--- src/hdl/mssr_pkg.sv ---
// Shared types and constants of the motor soft-start and reversal sequencer.
`default_nettype none

package mssr_pkg;

    // Field widths
    localparam int DUTY_W     = 8;
    localparam int RAMP_W     = 16;
    localparam int REV_W      = 16;
    localparam int MAXRUN_W   = 20;
    localparam int DEB_W      = 10;
    localparam int POL_W      = 4;
    localparam int SPEED_W    = 9;
    localparam int OPCODE_W   = 2;
    localparam int CFG_IDX_W  = 3;
    localparam int CFG_DATA_W = 20;
    localparam int NUM_MOTORS = 4;
    localparam int ARC_MOTORS = 2;

    // Duty clamp: 2^DUTY_BITS-1, never above full PWM scale
    localparam int DUTY_BITS  = 8;
    localparam int DUTY_FULL  = 255;
    localparam int DUTY_LIMIT = (((1 << DUTY_BITS) - 1) < DUTY_FULL) ?
                                ((1 << DUTY_BITS) - 1) : DUTY_FULL;

    // Debounce age saturates here
    localparam logic [DEB_W-1:0] AGE_MAX = '1;

    // Register reset values
    localparam logic [DUTY_W-1:0]   TARGET_DUTY_RST      = DUTY_W'(160);
    localparam logic [RAMP_W-1:0]   RAMP_TIME_RST        = RAMP_W'(1000);
    localparam logic [REV_W-1:0]    REVERSE_INTERVAL_RST = REV_W'(4000);
    localparam logic [MAXRUN_W-1:0] MAX_RUN_TIME_RST     = MAXRUN_W'(30000);
    localparam logic [DEB_W-1:0]    DEBOUNCE_TIME_RST    = DEB_W'(40);
    localparam logic [POL_W-1:0]    POLARITY_INVERT_RST  = POL_W'(8);

    // Command codes
    localparam logic [OPCODE_W-1:0] OP_NONE = 2'd0;
    localparam logic [OPCODE_W-1:0] OP_RUN  = 2'd1;
    localparam logic [OPCODE_W-1:0] OP_STOP = 2'd2;

    // Configuration register indexes
    typedef enum logic [CFG_IDX_W-1:0] {
        REG_TARGET_DUTY      = 3'd0,
        REG_RAMP_TIME        = 3'd1,
        REG_REVERSE_INTERVAL = 3'd2,
        REG_MAX_RUN_TIME     = 3'd3,
        REG_DEBOUNCE_TIME    = 3'd4,
        REG_POLARITY_INVERT  = 3'd5
    } cfg_reg_t;

    // Controller states
    typedef enum logic [2:0] {
        S_IDLE,
        S_MUL,
        S_LOAD,
        S_DIV,
        S_FIN
    } state_t;

    // Controller to datapath commands
    typedef struct packed {
        logic take_tick;
        logic mul;
        logic div_start;
        logic load_out;
    } ctrl_t;

    // Datapath to controller status
    typedef struct packed {
        logic div_done;
    } status_t;

endpackage

`default_nettype wire

--- src/hdl/mssr_tick_if.sv ---
// Input tick channel: raw button level and command.
`default_nettype none

interface mssr_tick_if import mssr_pkg::*; ();
    logic                valid;
    logic                ready;
    logic                button_level;
    logic [OPCODE_W-1:0] opcode;

    modport source (output valid, output button_level, output opcode, input ready);
    modport sink   (input valid, input button_level, input opcode, output ready);
endinterface

`default_nettype wire

--- src/hdl/mssr_result_if.sv ---
// Result channel: four signed motor speeds, run status and press flag.
`default_nettype none

interface mssr_result_if import mssr_pkg::*; ();
    logic                      valid;
    logic                      ready;
    logic signed [SPEED_W-1:0] arc_left_speed;
    logic signed [SPEED_W-1:0] arc_right_speed;
    logic signed [SPEED_W-1:0] roller_left_speed;
    logic signed [SPEED_W-1:0] roller_right_speed;
    logic                      run_active;
    logic                      press_seen;

    modport source (output valid, output arc_left_speed, output arc_right_speed,
                    output roller_left_speed, output roller_right_speed,
                    output run_active, output press_seen, input ready);
    modport sink   (input valid, input arc_left_speed, input arc_right_speed,
                    input roller_left_speed, input roller_right_speed,
                    input run_active, input press_seen, output ready);
endinterface

`default_nettype wire

--- src/hdl/mssr_div.sv ---
// Iterative restoring divider, one quotient bit per cycle.
`default_nettype none

module mssr_div import mssr_pkg::*; #(
    parameter int NW = 24,
    parameter int DW = 16,
    parameter int QW = 8
) (
    input  wire logic          clk,
    input  wire logic          rst_n,
    input  wire logic          start,
    input  wire logic [NW-1:0] num,
    input  wire logic [DW-1:0] den,
    output logic               busy,
    output logic [QW-1:0]      quo
);

    localparam int CW = $clog2(QW + 1);

    logic [DW-1:0] rem_reg;
    logic [DW-1:0] rem_next;
    logic [QW-1:0] nq_reg;
    logic [QW-1:0] nq_next;
    logic [CW-1:0] cnt_reg;
    logic [CW-1:0] cnt_next;
    logic [DW:0]   trial;
    logic          fits;

    // One compare/subtract step; numerator bits shift out as quotient bits shift in
    always_comb
    begin
        trial    = {rem_reg, nq_reg[QW-1]};
        fits     = trial >= {1'b0, den};
        rem_next = rem_reg;
        nq_next  = nq_reg;
        cnt_next = cnt_reg;
        if (start)
        begin
            rem_next = DW'(num >> QW);
            nq_next  = num[QW-1:0];
            cnt_next = CW'(QW);
        end
        else if (busy)
        begin
            rem_next = fits ? DW'(trial - {1'b0, den}) : trial[DW-1:0];
            nq_next  = {nq_reg[QW-2:0], fits};
            cnt_next = cnt_reg - 1'b1;
        end
    end

    // Step counter
    always_ff @(posedge clk or negedge rst_n)
    begin
        if (!rst_n)
            cnt_reg <= '0;
        else
            cnt_reg <= cnt_next;
    end

    // Partial remainder and quotient
    always_ff @(posedge clk)
    begin
        rem_reg <= rem_next;
        nq_reg  <= nq_next;
    end

    assign busy = cnt_reg != '0;
    assign quo  = nq_reg;

`ifndef NO_ASSERTIONS
    a_count_down: assert property (@(posedge clk) disable iff (!rst_n)
        (busy && !start) |=> (cnt_reg == CW'($past(cnt_reg) - 1'b1)))
        else $error("divider step counter skipped");
`endif

endmodule

`default_nettype wire

--- src/hdl/mssr_ctrl.sv ---
// Controller state machine: sequences tick intake, multiply, divide and result load.
`default_nettype none

module mssr_ctrl import mssr_pkg::*; (
    input  wire logic    clk,
    input  wire logic    rst_n,
    input  wire logic    tick_valid,
    output logic         tick_ready,
    output logic         out_valid,
    input  wire logic    out_ready,
    input  wire status_t status,
    output ctrl_t        ctrl
);

    state_t state_reg;
    state_t state_next;
    logic   out_valid_reg;
    logic   out_valid_next;
    logic   out_free;

    assign out_free = !out_valid_reg || out_ready;

    // Next state
    always_comb
    begin
        state_next = state_reg;
        unique case (state_reg)
            S_IDLE:  if (tick_valid) state_next = S_MUL;
            S_MUL:   state_next = S_LOAD;
            S_LOAD:  state_next = S_DIV;
            S_DIV:   if (status.div_done) state_next = S_FIN;
            S_FIN:   if (out_free) state_next = S_IDLE;
            default: state_next = S_IDLE;
        endcase
    end

    // Commands and handshake
    always_comb
    begin
        tick_ready     = state_reg == S_IDLE;
        ctrl.take_tick = (state_reg == S_IDLE) && tick_valid;
        ctrl.mul       = state_reg == S_MUL;
        ctrl.div_start = state_reg == S_LOAD;
        ctrl.load_out  = (state_reg == S_FIN) && out_free;
        out_valid_next = ctrl.load_out ? 1'b1 : (out_ready ? 1'b0 : out_valid_reg);
    end

    always_ff @(posedge clk or negedge rst_n)
    begin
        if (!rst_n)
        begin
            state_reg     <= S_IDLE;
            out_valid_reg <= 1'b0;
        end
        else
        begin
            state_reg     <= state_next;
            out_valid_reg <= out_valid_next;
        end
    end

    assign out_valid = out_valid_reg;

`ifndef NO_ASSERTIONS
    a_div_started: assert property (@(posedge clk) disable iff (!rst_n)
        ctrl.div_start |=> !status.div_done)
        else $error("dividers did not pick up the work");
    a_load_to_idle: assert property (@(posedge clk) disable iff (!rst_n)
        ctrl.load_out |=> (out_valid_reg && state_reg == S_IDLE))
        else $error("result load did not present a transaction");
`endif

endmodule

`default_nettype wire

--- src/hdl/mssr_dpath.sv ---
// Datapath: registers, debounce, run state, duty ramp and reversal dividers, result.
`default_nettype none

module mssr_dpath import mssr_pkg::*; #(
    parameter int TIME_BITS = 20
) (
    input  wire logic                  clk,
    input  wire logic                  rst_n,
    input  wire logic                  cfg_wr_en,
    input  wire logic [CFG_IDX_W-1:0]  cfg_index,
    input  wire logic [CFG_DATA_W-1:0] cfg_data,
    input  wire logic                  button_level,
    input  wire logic [OPCODE_W-1:0]   opcode,
    input  wire ctrl_t                 ctrl,
    output status_t                    status,
    output logic signed [SPEED_W-1:0]  arc_left_speed,
    output logic signed [SPEED_W-1:0]  arc_right_speed,
    output logic signed [SPEED_W-1:0]  roller_left_speed,
    output logic signed [SPEED_W-1:0]  roller_right_speed,
    output logic                       run_active,
    output logic                       press_seen
);

    localparam int CMP_W  = (TIME_BITS > MAXRUN_W) ? TIME_BITS : MAXRUN_W;
    localparam int PROD_W = RAMP_W + DUTY_W;
    localparam logic [TIME_BITS-1:0] TIME_MAX = '1;

    // Configuration registers
    logic [DUTY_W-1:0]   target_duty_reg;
    logic [RAMP_W-1:0]   ramp_time_reg;
    logic [REV_W-1:0]    reverse_interval_reg;
    logic [MAXRUN_W-1:0] max_run_time_reg;
    logic [DEB_W-1:0]    debounce_time_reg;
    logic [POL_W-1:0]    polarity_invert_reg;

    // Debounce and run state
    logic                 last_raw_reg, last_raw_next;
    logic                 stable_reg, stable_next;
    logic [DEB_W-1:0]     age_reg, age_next;
    logic                 run_flag_reg, run_flag_next;
    logic [TIME_BITS-1:0] elapsed_reg, elapsed_next;

    // Per-tick working values
    logic                 press;
    logic                 run_a, run_b, run_c;
    logic                 clr_a, clr_b;
    logic [TIME_BITS-1:0] elapsed_cur;
    logic                 expired;
    logic                 compute;
    logic                 ramp_on;

    // Snapshots held while the dividers work
    logic [TIME_BITS-1:0] elap_reg;
    logic                 active_reg;
    logic                 ramp_on_reg;
    logic                 press_reg;
    logic [PROD_W-1:0]    prod_reg;
    logic [CMP_W-1:0]     elap_ext;

    // Divider results
    logic                 duty_busy, rev_busy;
    logic [DUTY_W-1:0]    duty_quo;
    logic [TIME_BITS-1:0] rev_quo;

    // Result assembly
    logic [DUTY_W-1:0]         duty_sel, duty_cl;
    logic                      arc_rev;
    logic [SPEED_W-1:0]        mag;
    logic [NUM_MOTORS-1:0]     neg;
    logic signed [SPEED_W-1:0] speed_next [NUM_MOTORS];
    logic signed [SPEED_W-1:0] speed_reg  [NUM_MOTORS];
    logic                      run_out_reg, press_out_reg;

    // Configuration writes
    always_ff @(posedge clk or negedge rst_n)
    begin
        if (!rst_n)
        begin
            target_duty_reg      <= TARGET_DUTY_RST;
            ramp_time_reg        <= RAMP_TIME_RST;
            reverse_interval_reg <= REVERSE_INTERVAL_RST;
            max_run_time_reg     <= MAX_RUN_TIME_RST;
            debounce_time_reg    <= DEBOUNCE_TIME_RST;
            polarity_invert_reg  <= POLARITY_INVERT_RST;
        end
        else if (cfg_wr_en)
        begin
            unique case (cfg_index)
                REG_TARGET_DUTY:      target_duty_reg      <= cfg_data[DUTY_W-1:0];
                REG_RAMP_TIME:        ramp_time_reg        <= cfg_data[RAMP_W-1:0];
                REG_REVERSE_INTERVAL: reverse_interval_reg <= cfg_data[REV_W-1:0];
                REG_MAX_RUN_TIME:     max_run_time_reg     <= cfg_data[MAXRUN_W-1:0];
                REG_DEBOUNCE_TIME:    debounce_time_reg    <= cfg_data[DEB_W-1:0];
                REG_POLARITY_INVERT:  polarity_invert_reg  <= cfg_data[POL_W-1:0];
                default: ;
            endcase
        end
    end

    // Debounce: age the raw level, accept it once it held long enough
    always_comb
    begin
        last_raw_next = button_level;
        if (button_level != last_raw_reg)
            age_next = '0;
        else if (age_reg != AGE_MAX)
            age_next = age_reg + 1'b1;
        else
            age_next = age_reg;
        stable_next = stable_reg;
        press       = 1'b0;
        if ((age_next >= debounce_time_reg) && (button_level != stable_reg))
        begin
            stable_next = button_level;
            press       = !button_level;
        end
    end

    // Run state: press toggles, run starts when idle, stop wins, time limit ends
    always_comb
    begin
        run_a       = press ? !run_flag_reg : run_flag_reg;
        clr_a       = press && !run_flag_reg;
        run_b       = (opcode == OP_RUN) ? 1'b1 : run_a;
        clr_b       = clr_a || ((opcode == OP_RUN) && !run_a);
        run_c       = (opcode == OP_STOP) ? 1'b0 : run_b;
        elapsed_cur = clr_b ? '0 : elapsed_reg;
        expired     = CMP_W'(elapsed_cur) >= CMP_W'(max_run_time_reg);
        ramp_on     = CMP_W'(elapsed_cur) < CMP_W'(ramp_time_reg);
        compute     = run_c && !expired;
        run_flag_next = compute;
        if (compute && (elapsed_cur != TIME_MAX))
            elapsed_next = elapsed_cur + 1'b1;
        else
            elapsed_next = elapsed_cur;
    end

    always_ff @(posedge clk or negedge rst_n)
    begin
        if (!rst_n)
        begin
            last_raw_reg <= 1'b1;
            stable_reg   <= 1'b1;
            age_reg      <= '0;
            run_flag_reg <= 1'b0;
            elapsed_reg  <= '0;
        end
        else if (ctrl.take_tick)
        begin
            last_raw_reg <= last_raw_next;
            stable_reg   <= stable_next;
            age_reg      <= age_next;
            run_flag_reg <= run_flag_next;
            elapsed_reg  <= elapsed_next;
        end
    end

    // Tick snapshot and ramp product
    assign elap_ext = CMP_W'(elap_reg);

    always_ff @(posedge clk)
    begin
        if (ctrl.take_tick)
        begin
            elap_reg    <= elapsed_cur;
            active_reg  <= compute;
            ramp_on_reg <= ramp_on;
            press_reg   <= press;
        end
        if (ctrl.mul)
            prod_reg <= elap_ext[RAMP_W-1:0] * target_duty_reg;
    end

    // Ramp duty: elapsed*target/ramp
    mssr_div #(
        .NW (PROD_W),
        .DW (RAMP_W),
        .QW (DUTY_W)
    ) u_duty_div (
        .clk   (clk),
        .rst_n (rst_n),
        .start (ctrl.div_start),
        .num   (prod_reg),
        .den   (ramp_time_reg),
        .busy  (duty_busy),
        .quo   (duty_quo)
    );

    // Reversal phase: elapsed/reverse_interval
    mssr_div #(
        .NW (TIME_BITS),
        .DW (REV_W),
        .QW (TIME_BITS)
    ) u_rev_div (
        .clk   (clk),
        .rst_n (rst_n),
        .start (ctrl.div_start),
        .num   (elap_reg),
        .den   (reverse_interval_reg),
        .busy  (rev_busy),
        .quo   (rev_quo)
    );

    assign status.div_done = !duty_busy && !rev_busy;

    // Duty, direction and polarity per motor
    always_comb
    begin
        duty_sel = ramp_on_reg ? duty_quo : target_duty_reg;
        duty_cl  = (duty_sel > DUTY_W'(DUTY_LIMIT)) ? DUTY_W'(DUTY_LIMIT) : duty_sel;
        arc_rev  = (reverse_interval_reg != '0) && rev_quo[0];
        mag      = active_reg ? {1'b0, duty_cl} : '0;
        for (int i = 0; i < NUM_MOTORS; i++)
        begin
            neg[i]        = polarity_invert_reg[i] ^ ((i < ARC_MOTORS) && arc_rev);
            speed_next[i] = neg[i] ? SPEED_W'(-mag) : mag;
        end
    end

    // Result register
    always_ff @(posedge clk)
    begin
        if (ctrl.load_out)
        begin
            for (int i = 0; i < NUM_MOTORS; i++)
                speed_reg[i] <= speed_next[i];
            run_out_reg   <= active_reg;
            press_out_reg <= press_reg;
        end
    end

    assign arc_left_speed     = speed_reg[0];
    assign arc_right_speed    = speed_reg[1];
    assign roller_left_speed  = speed_reg[2];
    assign roller_right_speed = speed_reg[3];
    assign run_active         = run_out_reg;
    assign press_seen         = press_out_reg;

`ifndef NO_ASSERTIONS
    a_idle_zero: assert property (@(posedge clk) disable iff (!rst_n)
        (ctrl.load_out && !active_reg) |=>
        (speed_reg[0] == '0 && speed_reg[1] == '0 &&
         speed_reg[2] == '0 && speed_reg[3] == '0 && !run_out_reg))
        else $error("stopped tick drove a nonzero speed");
`endif

endmodule

`default_nettype wire

--- src/hdl/motor_soft_start_reversal_sequencer_unit.sv ---
// A tick taken in S_IDLE passes S_MUL, S_LOAD, S_DIV and S_FIN to result valid;
// the next tick is taken only after that. S_DIV waits on the reversal divider that
// resolves one quotient bit of elapsed/reverse_interval per cycle.
// The result register lets the next tick enter while a result waits to be taken.
// Reset: asynchronous, active low; registers take their defaults, run idle,
// button released. No clearing pass.
`default_nettype none

module motor_soft_start_reversal_sequencer_unit import mssr_pkg::*; #(
    parameter int TIME_BITS = 20
) (
    input  wire logic                  clk,
    input  wire logic                  rst_n,
    mssr_tick_if.sink                  tick,
    mssr_result_if.source              result,
    input  wire logic                  cfg_wr_en,
    input  wire logic [CFG_IDX_W-1:0]  cfg_index,
    input  wire logic [CFG_DATA_W-1:0] cfg_data
);

    ctrl_t   ctrl;
    status_t status;

    // Sequencer
    mssr_ctrl u_ctrl (
        .clk        (clk),
        .rst_n      (rst_n),
        .tick_valid (tick.valid),
        .tick_ready (tick.ready),
        .out_valid  (result.valid),
        .out_ready  (result.ready),
        .status     (status),
        .ctrl       (ctrl)
    );

    // Datapath
    mssr_dpath #(
        .TIME_BITS (TIME_BITS)
    ) u_dpath (
        .clk                (clk),
        .rst_n              (rst_n),
        .cfg_wr_en          (cfg_wr_en),
        .cfg_index          (cfg_index),
        .cfg_data           (cfg_data),
        .button_level       (tick.button_level),
        .opcode             (tick.opcode),
        .ctrl               (ctrl),
        .status             (status),
        .arc_left_speed     (result.arc_left_speed),
        .arc_right_speed    (result.arc_right_speed),
        .roller_left_speed  (result.roller_left_speed),
        .roller_right_speed (result.roller_right_speed),
        .run_active         (result.run_active),
        .press_seen         (result.press_seen)
    );

endmodule

`default_nettype wire

--- src/flat_wrapper.sv ---
// flat-port wrapper written by rule: the top's interface ports become plain ports
module motor_soft_start_reversal_sequencer_unit_flat import mssr_pkg::*;
#(
    parameter int TIME_BITS = 20
)
  (clk, rst_n, cfg_wr_en, cfg_index, cfg_data, tick_valid, tick_button_level, tick_opcode, tick_ready, result_valid, result_arc_left_speed, result_arc_right_speed, result_roller_left_speed, result_roller_right_speed, result_run_active, result_press_seen, result_ready);
  mssr_tick_if tick_i ();
  mssr_result_if result_i ();
  input  wire logic clk;
  input  wire logic rst_n;
  input  wire logic cfg_wr_en;
  input  wire logic [CFG_IDX_W-1:0] cfg_index;
  input  wire logic [CFG_DATA_W-1:0] cfg_data;
  input wire logic [$bits(tick_i.valid)-1:0] tick_valid;
  input wire logic [$bits(tick_i.button_level)-1:0] tick_button_level;
  input wire logic [$bits(tick_i.opcode)-1:0] tick_opcode;
  output wire logic [$bits(tick_i.ready)-1:0] tick_ready;
  output wire logic [$bits(result_i.valid)-1:0] result_valid;
  output wire logic [$bits(result_i.arc_left_speed)-1:0] result_arc_left_speed;
  output wire logic [$bits(result_i.arc_right_speed)-1:0] result_arc_right_speed;
  output wire logic [$bits(result_i.roller_left_speed)-1:0] result_roller_left_speed;
  output wire logic [$bits(result_i.roller_right_speed)-1:0] result_roller_right_speed;
  output wire logic [$bits(result_i.run_active)-1:0] result_run_active;
  output wire logic [$bits(result_i.press_seen)-1:0] result_press_seen;
  input wire logic [$bits(result_i.ready)-1:0] result_ready;
  assign tick_i.valid = tick_valid;
  assign tick_i.button_level = tick_button_level;
  assign tick_i.opcode = tick_opcode;
  assign tick_ready = tick_i.ready;
  assign result_valid = result_i.valid;
  assign result_arc_left_speed = result_i.arc_left_speed;
  assign result_arc_right_speed = result_i.arc_right_speed;
  assign result_roller_left_speed = result_i.roller_left_speed;
  assign result_roller_right_speed = result_i.roller_right_speed;
  assign result_run_active = result_i.run_active;
  assign result_press_seen = result_i.press_seen;
  assign result_i.ready = result_ready;
  motor_soft_start_reversal_sequencer_unit #(.TIME_BITS(TIME_BITS)) u_core (.clk(clk), .rst_n(rst_n), .tick(tick_i), .result(result_i), .cfg_wr_en(cfg_wr_en), .cfg_index(cfg_index), .cfg_data(cfg_data));
endmodule
--- config.mk ---
export PLATFORM = sky130hd
export DESIGN_NAME = motor_soft_start_reversal_sequencer_unit_flat
export DESIGN_NICKNAME = d
export VERILOG_FILES = /design/src/hdl/mssr_pkg.sv /design/src/hdl/mssr_tick_if.sv /design/src/hdl/mssr_result_if.sv /design/src/hdl/mssr_div.sv /design/src/hdl/mssr_ctrl.sv /design/src/hdl/mssr_dpath.sv /design/src/hdl/motor_soft_start_reversal_sequencer_unit.sv /design/src/flat_wrapper.sv
export SDC_FILE = /design/constraint.sdc
export NUM_CORES = 1
export LEC_CHECK = 0
export BUFFER_PORTS_ARGS = -buffer_cell sky130_fd_sc_hd__buf_2
export CAP_MARGIN = 20
export CORE_MARGIN = 4
export CORE_UTILIZATION = 40
export DETAILED_ROUTE_END_ITERATION = 12
export MAX_ROUTING_LAYER = met4
export SLEW_MARGIN = 0
export SYNTH_ARGS = -nofsm -noshare
export SYNTH_HDL_FRONTEND = slang
export SYNTH_HIERARCHICAL = 1
export SYNTH_SLANG_ARGS = --single-unit
--- constraint.sdc ---
create_clock -name clk -period 4.85 [get_ports clk]
set_clock_uncertainty 0.15 [all_clocks]
set_input_delay 0.2425 -clock clk [delete_from_list [all_inputs] [get_ports clk]]
set_output_delay 0.2425 -clock clk [all_outputs]
set_load 0.01 [all_outputs]
==> impl_metrics.ini, run 1 <==
[yosys]
syn_nets = 2039
ys_async_sr_fraction_pct = 45.8
synth_ff_type = edfxtp_1
avgSynthCellArea_um2 = 10.3
synth_edf_count = 126
yosys_register_bits = 262
netlist_area_um2 = 18400
syn_inst = 1794
ys_seq_area_share_pct = 38.8
synth_warnings = 6
ys_types = 102

[cells_and_area]
largest_reg_flops = 33
layout_commonest_cell = nand2_1
layout_common_cells = nand2_1, inv_1, buf_4, edfxtp_1, ha_1
drive_gt1_share_pct = 28.6
diodes = 0
area_growth_pct = 23.0
utilization_pct = 49.8
fin_cells = 2668
finalInstanceArea_um2 = 22600
nNetsFinal = 2289

[cts]
clk_latency_ns = 0.58
cts_tree = yes
clock_sinks = 262
cts_root_buffer = clkbuf_16
clk_pin_slew_ns = 0.06
cts_buffer_depth = 3
cts_made_buffers = 30
h-tree-depth = 1

[die]
io_pins = 71
fp.dieH_um = 223
core_area_um2 = 45500
design.die.area_um2 = 49500
die_x_um = 223
rows = 78
start_util_pct = 40.5

[timing]
rsz0062_at_grt = yes
fin_crit_sh_pct = 106
setup_viol = 22
drv_slew = 0
max_slew.worst_pin.slew_ns = 1.04
hold_ws_ns = 0.0494
finalHoldViolCount = 0
max_slew_margin_pct = 30.7
setup_ws_ns = -0.280
tns_ns = -4.32
fmax_mhz = 195
period_needed_ns = 5.13

[routing]
vias_per_cell = 5.28
dr_total_vias = 14100
drt-total-wl_um = 48700
drtIter0Drc = 751
drc = 0
dr.pass1.iters = 5
final_antenna_net_count = 0
wl_per_cell_um = 18.3

[outcome]
violations = setup timing
status = complete, but fails checks

[power_and_ir_drop]
irDropWorstVdd_mv = 0.394
p_per_area_nw_per_um2 = 577
p_leak_nw = 9.94
power_mw = 13.1

[worst_setup_path]
required_ns = 5.20
startpoint_type = register
rrSetupSlack_ns = -0.28
worstSetupStartpoint = u_core/u_dpath/age_reg[1]$_DFFE_PN0P_
crit_path_max_incr_delay_ns = 0.40
reg2reg_to = u_core/u_dpath/elapsed_reg[1]$_DFFE_PN0P_
reg2regPathDepth = 27
critPathSlowestCell = dfrtp_1
cp_data_arrival_time_ns = 5.48
crit_path_frequent_cell = ha_4
critPathMaxFanout = 8
end_kind = register
timing.rr.start = u_core/u_dpath/age_reg[1]$_DFFE_PN0P_
critical_path.endpoint = u_core/u_dpath/elapsed_reg[1]$_DFFE_PN0P_
crit_type = reg2reg

[placed_design]
post-place-cells = 2531
dpl_cell_area_um2 = 20200
place_ws_ns = -0.368
hpwlAfterDp_um = 35800
gp_congestion = 0.899
io_buffers = 70

[global_routing]
grt-ovfl-total = 0
grt_max_degree = 53
grt_first_pass_wirelength_um = 77300
first_global_vias = 14300
grtUsageTotal_pct = 19.7
antenna_found_initial = 0

[flow_run]
drv_cap = 0

[worst_hold_path]
hold_path.class = in2async
==> worst max-delay path: cells and delay by family, from the launching register on <==
family                     cells  cell delay, ns
adders and majority gates      4            0.96
AOI/OAI and AO/OA              6            1.20
and+or+nand+nor               13            1.64
DFF                            1            0.40
xor gates and xnor gates       1            0.22
buffers and inverters          3            0.51
==> what timing repair did <==
action                                  4_1_cts  5_1_grt
pin swaps                                    62       74
resized for setup                            93       53
setup buffers                                48       11
endpoints found under the hold margin       116        0
hold buffers                                 24        0
endpoints found under the setup margin       32       32
gates cloned                                  3        0
==> synth_stat cells (17+ instances only) <==
master,instances,area share (%)
nand2_1,200,4.1
inv_1,192,3.9
ha_1,128,8.7
edfxtp_1,126,21
dfrtp_1,94,13
mux2_2,92,5.6
fa_1,86,9.4
nor2_1,79,1.6
o21ai_0,70,1.9
and2_1,66,2.2
a21oi_1,63,1.7
xor2_1,47,2.2
nor3_1,43,1.2
xnor2_1,42,2.0
clkbuf_1,40,0.82
nand3_1,33,0.90
dfstp_2,26,3.7
and3_1,24,0.82
nand2b_1,21,0.71
nor2b_1,20,0.68
nor4_1,20,0.68
a21o_1,19,0.77
nand4_1,17,0.58
==> layout make-up <==
cell class                 instances  area [um2]
clock buffer                      49         986
timing repair inverter             1        7.51
clock inverter                     7        46.3
fill                            4169       22800
inverter                         194         737
timing repair buffer             283        2070
tap                              600         751
multi-input combinational       1272       10900
sequential                       262        7140
==> report_power, final <==
group / switching [mW] / internal (mW) / total, mW
clock network: 0.943 / 1.38 / 2.33
registers: 0.340 / 3.17 / 3.51
logic: 3.84 / 3.39 / 7.23
total: 5.13 / 7.95 / 13.1
==> metal layers <==
layer | GRT usage, % | wire length [um] | part of all wire, %
met5 | - | 0 | 0
met4 | 5.51 | 1540 | 3.2
met3 | 2.83 | 2090 | 4.3
met2 | 31.5 | 22900 | 47
met1 | 26.4 | 22200 | 46
==> worst min path at each step <==
stage	startpoint	endpoint	slack, ns	cells after the start
final	rst_n	u_core/u_dpath/age_reg[9]$_DFFE_PN0P_	0.05	2
after global routing	cfg_wr_en	u_core/u_dpath/polarity_invert_reg[3]$_DFFE_PN1P_	0.07	3
after CTS	rst_n	u_core/u_dpath/debounce_time_reg[2]$_DFFE_PN0P_	0.04	2
after detailed placement	rst_n	u_core/u_dpath/debounce_time_reg[2]$_DFFE_PN0P_	0.11	1
after global placement	rst_n	u_core/u_dpath/debounce_time_reg[2]$_DFFE_PN0P_	0.11	1
after floorplan	rst_n	u_core/u_ctrl/out_valid$_DFFE_PN0P_	-0.20	0
==> cell families (layout without fill, tap and decap cells) <==
kind of cell | count (synthesis) | count (layout) | share of synthesized area (%)
AOI/OAI and AO/OA | 276 | 276 | 10.2
xor gates and xnor gates | 89 | 89 | 4.23
adders and majority gates | 215 | 215 | 18.1
buffers and inverters | 260 | 534 | 5.92
DFF | 262 | 262 | 38.8
muxes | 98 | 98 | 5.95
and+or+nand+nor | 594 | 594 | 16.8
(Power assumes the default switching activity.)
==> inputs of run 2 (changes only) <==
--- a/config.mk
+++ b/config.mk
@@ -7,11 +7,13 @@
 export LEC_CHECK = 0
 export BUFFER_PORTS_ARGS = -buffer_cell sky130_fd_sc_hd__buf_2
 export CAP_MARGIN = 20
+export CELL_PAD_IN_SITES_DETAIL_PLACEMENT = 1
+export CELL_PAD_IN_SITES_GLOBAL_PLACEMENT = 1
 export CORE_MARGIN = 4
 export CORE_UTILIZATION = 40
 export DETAILED_ROUTE_END_ITERATION = 12
 export MAX_ROUTING_LAYER = met4
-export SLEW_MARGIN = 0
+export PLACE_DENSITY_LB_ADDON = 0.1
 export SYNTH_ARGS = -nofsm -noshare
 export SYNTH_HDL_FRONTEND = slang
 export SYNTH_HIERARCHICAL = 1
==> run 2 against run 1 <==
Net effect:
- the flow finishes with violations (hold timing, setup timing)
- clock-buffer cell count decreased by 4
- die area unchanged
- maximum frequency shrank 0.56%
- first-iteration DRC count down 15%
- sequential cell count stayed put
- combinational power rose by 3.9%
- final cell count down 0.11%
- clock power grew 8%
- critical path type unchanged
- critical endpoint is now u_core/u_dpath/elapsed_reg[4]$_DFFE_PN0P_
- largest power group unchanged
==> impl_metrics.ini, run 2 (same netlist as run 1, synthesis figures left out) <==
[cells_and_area]
diodes = 0
layout_commonest_cell = nand2_1
nNetsFinal = 2285
utilization_pct = 49.8
fill_cells = 5039
layout_common_cells = nand2_1, inv_1, buf_4, edfxtp_1, ha_1
largest_reg_flops = 33
drive_gt1_share_pct = 27.7
area_growth_pct = 23.1

[die]
die_x_um = 223
rows = 78
core_area_um2 = 45500
io_pins = 71
start_util_pct = 40.5
design.die.area_um2 = 49500
fp.dieH_um = 223

[worst_setup_path]
reg2regPathDepth = 28
crit_type = reg2reg
timing.rr.start = u_core/u_dpath/age_reg[1]$_DFFE_PN0P_
crit_path_max_incr_delay_ns = 0.39
rrSetupSlack_ns = -0.31
critical_path.endpoint = u_core/u_dpath/elapsed_reg[4]$_DFFE_PN0P_
critPathSlowestCell = dfrtp_1
end_kind = register
critPathMaxFanout = 8
cp_data_arrival_time_ns = 5.48
reg2reg_to = u_core/u_dpath/elapsed_reg[4]$_DFFE_PN0P_
required_ns = 5.17
worstSetupStartpoint = u_core/u_dpath/age_reg[1]$_DFFE_PN0P_
startpoint_type = register

[routing]
vias_per_cell = 5.36
drt-total-wl_um = 54100
drtIter0Drc = 636
drc = 0
dr_total_vias = 14300
wl_per_cell_um = 20.3
dr.pass1.iters = 4
final_antenna_net_count = 0

[placed_design]
gp_congestion = 0.878
hpwlAfterDp_um = 40600
io_buffers = 70

[flow_run]
drv_cap = 0

[global_routing]
grt_max_degree = 75
first_global_vias = 15400
antenna_found_initial = 1
grtUsageTotal_pct = 22.2
grt-ovfl-total = 0
grt_first_pass_wirelength_um = 86000

[cts]
clk_latency_ns = 0.55
cts_buffer_depth = 3
clk_pin_slew_ns = 0.06
cts_made_buffers = 35
cts_tree = yes
h-tree-depth = 2
cts_root_buffer = clkbuf_16
clock_sinks = 262

[timing]
finalHoldViolCount = 1
max_slew.worst_pin.slew_ns = 1.07
period_needed_ns = 5.16
rsz0062_at_grt = yes
fin_crit_sh_pct = 106
setup_ws_ns = -0.309
drv_slew = 0
max_slew_margin_pct = 27.6
fmax_mhz = 194
setup_viol = 23
hold_ws_ns = -0.0323

[worst_hold_path]
hold_path.class = in2reg

[power_and_ir_drop]
irDropWorstVdd_mv = 0.312
p_per_area_nw_per_um2 = 598
p_leak_nw = 9.96

[outcome]
violations = hold timing, setup timing
status = complete, but fails checks
==> run 2: changes by cell type in the layout (fill, tap and decap cells not counted), sizes merged, moves of 2 or more <==
cell,delta
buf,-11
clkinv,+8
clkbuf,-4
dlygate4sd3,+3
bufinv,+2
clkinvlp,-2
==> run 2: metal layers <==
| layer | part of all wire [%] | track usage (%) |
|---|---|---|
| met5 | 0 | - |
| met4 | 2.2 | 5.59 |
| met3 | 3.5 | 2.80 |
| met2 | 49 | 37.1 |
| met1 | 45 | 29.0 |
==> run 2: final cells by class <==
type                            instances  area (um2)  share of cell area, %
Clock buffer                           45         943                   4.16
Clock inverter                         17         144                  0.635
Inverter                              194         737                   3.25
Multi-Input combinational cell       1272       10900                   48.0
Sequential cell                       262        7140                   31.5
Tap cell                              600         751                   3.31
Timing Repair Buffer                  275        2080                   9.16
==> run 2: worst min-delay path by stage <==
stage	slack (ns)	cells after the start	start	endpoint
after global routing	0.02	4	cfg_wr_en	u_core/u_dpath/debounce_time_reg[7]$_DFFE_PN0P_
final	-0.03	4	cfg_index[2]	u_core/u_dpath/debounce_time_reg[7]$_DFFE_PN0P_
after floorplan	-0.20	0	rst_n	u_core/u_ctrl/out_valid$_DFFE_PN0P_
after global placement	0.17	1	rst_n	u_core/u_dpath/u_duty_div/cnt_reg[2]$_DFFE_PN0P_
after CTS	0.01	4	cfg_index[1]	u_core/u_dpath/debounce_time_reg[3]$_DFFE_PN1P_
after detailed placement	0.18	1	rst_n	u_core/u_dpath/u_duty_div/cnt_reg[2]$_DFFE_PN0P_
==> run 2: repair_timing <==
item                                   in CTS  in global routing
setup endpoints to repair                  30                 32
buffers inserted                           23                  7
hold buffers                               24                  3
endpoints found under the hold margin     119                  2
pin swaps                                  57                 52
cloned                                      1                  0
gates resized for setup                    86                 47
==> run 2: critical path: cells and delay by family (launching register included) <==
kind                     cells  cell delay [ns]
buffers and inverters        5             0.70
AO/OA/AOI/OAI                6             0.99
flip-flops                   1             0.39
XOR/XNOR                     1             0.15
multiplexers                 1             0.20
adder cells (fa/ha/maj)      4             0.97
AND/OR/NAND/NOR             11             1.53
==> run 2: metrics by stage <==
| stage | worst slack (ns) | std cells | total power [mW] | instance area (um2) | setup TNS (ns) |
|---|---|---|---|---|---|
| 2_1_floorplan | -0.00655 | 1794 | 8.36 | 18500 | -0.00655 |
| 3_3_place_gp | -0.222 | 2545 | 10.1 | 20400 | -4.15 |
| 3_5_place_dp | -0.361 | 2545 | 10.3 | 20400 | -7.56 |
| 4_1_cts | -0.232 | 2655 | 13.4 | 22400 | -3.82 |
| 5_1_grt | -0.610 | 2665 | 14.6 | 22700 | -13.01 |
| 6_report | -0.309 | 2665 | 13.5 | 22700 | -5.42 |
==> run 2: power by group <==
group          switching (mW)  internal, mW
Combinational            3.97          3.54
Sequential              0.343          3.17
Clock                    1.04          1.48
==> inputs of run 3 (changes only) <==
--- a/config.mk
+++ b/config.mk
@@ -6,10 +6,8 @@
 export NUM_CORES = 1
 export LEC_CHECK = 0
 export BUFFER_PORTS_ARGS = -buffer_cell sky130_fd_sc_hd__buf_2
-export CAP_MARGIN = 20
 export CELL_PAD_IN_SITES_DETAIL_PLACEMENT = 1
 export CELL_PAD_IN_SITES_GLOBAL_PLACEMENT = 1
-export CORE_MARGIN = 4
 export CORE_UTILIZATION = 40
 export DETAILED_ROUTE_END_ITERATION = 12
 export MAX_ROUTING_LAYER = met4
==> run 3 against run 2 <==
Net effect:
- the flow finishes with violations (setup timing)
- register-to-register slack got worse by 0.06 ns
- non-clock buffer count rose by 6
- clock-buffer cell count fell by 3
- sequential cell count did not move
- clock power rose by 9.1%
- critical endpoint is now u_core/u_dpath/elapsed_reg[6]$_DFFE_PN0P_
==> impl_metrics.ini, run 3 (same netlist as run 1, synthesis figures left out) <==
[die]
start_util_pct = 40.6
fp.dieH_um = 217
die_x_um = 217
io_pins = 71
core_area_um2 = 45400
rows = 78
design.die.area_um2 = 46900

[outcome]
status = complete, but fails checks
violations = setup timing

[timing]
finalHoldViolCount = 0
period_needed_ns = 5.22
drv_slew = 0
setup_viol = 25
fmax_mhz = 192
max_slew.worst_pin.slew_ns = 1.11
fin_crit_sh_pct = 108
rsz0062_at_grt = yes
setup_ws_ns = -0.370
max_slew_margin_pct = 25.9

[power_and_ir_drop]
irDropWorstVdd_mv = 0.354
power_mw = 13.9
p_leak_nw = 10.0
p_per_area_nw_per_um2 = 610

[cells_and_area]
largest_reg_flops = 33
layout_common_cells = nand2_1, inv_1, buf_4, edfxtp_1, ha_1
drive_gt1_share_pct = 27.9
fill_cells = 4962
diodes = 0
area_growth_pct = 23.4
nNetsFinal = 2290
layout_commonest_cell = nand2_1
finalInstanceArea_um2 = 22700

[global_routing]
grtUsageMet3_pct = 3.26
grtUsageMet1_pct = 30.8
grtUsageTotal_pct = 24.3
first_global_vias = 15300
grt_max_degree = 88
grt_first_pass_wirelength_um = 85900
antenna_found_initial = 0
grt-ovfl-total = 0
top_usage_layer = met2
grt_util_met2_pct = 40.7

[routing]
dr.pass1.iters = 4
final_antenna_net_count = 0
drc = 0
drtIter0Drc = 629
vias_per_cell = 5.33
wl_per_cell_um = 20.4
drt-total-wl_um = 54500
dr_total_vias = 14200

[placed_design]
hpwlAfterDp_um = 40900
io_buffers = 70
gp_congestion = 0.821
dpl_cell_area_um2 = 20400

[worst_setup_path]
required_ns = 5.11
critPathMaxFanout = 8
crit_family = simple AND/OR/NAND/NOR gates
end_kind = register
critPathSlowestCell = dfrtp_1
cp_data_arrival_time_ns = 5.48
crit_type = reg2reg
startpoint_type = register
critPathBufInv = 4
crit_path_max_incr_delay_ns = 0.35

[cts]
clk_pin_slew_ns = 0.06
cts_made_buffers = 34
cts_buffer_depth = 3
cts_tree = yes
h-tree-depth = 2
clock_sinks = 262
cts_root_buffer = clkbuf_16
clk_latency_ns = 0.54

[flow_run]
drv_cap = 0

[worst_hold_path]
hold_path.class = in2reg
[run 3: cell types whose count changed in the layout (fill, tap and decap cells not counted), sizes merged]
cell | before | now
buf | 248 | 257
bufinv | 2 | 7
clkbuf | 45 | 42
dlygate4sd3 | 27 | 24
clkinv | 12 | 10
clkinvlp | 3 | 2
[run 3: layout make-up]
type / count / area (um2) / area share [%]
Clock buffer: 42 / 932 / 4.10
Clock inverter: 19 / 279 / 1.23
Inverter: 194 / 737 / 3.24
Multi-Input combinational cell: 1272 / 10800 / 47.5
Sequential cell: 262 / 7140 / 31.4
Tap cell: 600 / 751 / 3.31
Timing Repair Buffer: 281 / 2090 / 9.21
[run 3: path summary, 6_finish.rpt]
| path | slack (ns) | from | endpoint | cells after the start |
|---|---|---|---|---|
| worst max register to register | -0.37 | u_core/u_dpath/age_reg[0]$_DFFE_PN0P_ | u_core/u_dpath/elapsed_reg[6]$_DFFE_PN0P_ | 26 |
| worst max-delay path | -0.37 | u_core/u_dpath/age_reg[0]$_DFFE_PN0P_ | u_core/u_dpath/elapsed_reg[6]$_DFFE_PN0P_ | 26 |
| worst min register to register | 0.36 | u_core/u_dpath/max_run_time_reg[1]$_DFFE_PN0P_ | u_core/u_dpath/max_run_time_reg[1]$_DFFE_PN0P_ | 1 |
| max in group asynchronous | 3.20 | rst_n | u_core/u_dpath/ramp_time_reg[6]$_DFFE_PN1P_ | 3 |
| worst min-delay path | 0.05 | cfg_index[0] | u_core/u_dpath/debounce_time_reg[5]$_DFFE_PN1P_ | 4 |
| min in group asynchronous | 0.17 | rst_n | u_core/u_ctrl/state_reg[0]$_DFFE_PN0P_ | 2 |
[run 3: routing by layer]
| layer | vias up | part of all wire, % |
|---|---|---|
| met5 | - | 0 |
| met4 | 0 | 2.6 |
| met3 | 84 | 3.1 |
| met2 | 188 | 49 |
| met1 | 7243 | 45 |
| li1 | 6722 | - |
[run 3: per-stage QoR]
| step | util (%) | setup slack [ns] | cells | hold WS (ns) | setup TNS [ns] |
|---|---|---|---|---|---|
| CTS | 49.5 | -0.288 | 2661 | 0.00831 | -5.15 |
| floorplan | - | -0.00655 | 1794 | -0.203 | -0.00655 |
| global placement | 44.9 | -0.372 | 2550 | 0.225 | -8.23 |
| detailed placement | 44.9 | -0.593 | 2550 | 0.226 | -12.86 |
| global route | 50.0 | -0.617 | 2670 | 0.100 | -13.42 |
| finish | 50.0 | -0.370 | 2670 | 0.0452 | -7.09 |
[run 3: tightest hold or removal path, stage by stage]
cell and delay, ns:
buf_2 0.15, nor3_2 0.15, nand2_1 0.09, o21ai_0 0.07
[run 3: timing repair]
item / CTS / global route
setup endpoints to repair: 32 / 33
setup buffers: 26 / 9
hold buffers: 24 / 0
pin swaps: 77 / 43
resized for setup: 86 / 45
gates cloned: 1 / 0
endpoints found under the hold margin: 133 / 0
[run 3: power by group]
part	leakage [nW]	total [mW]	switching [mW]	internal (mW)
clock	0.591	2.75	1.01	1.74
combinational	6.65	7.58	4.02	3.55
sequential	2.78	3.52	0.349	3.17
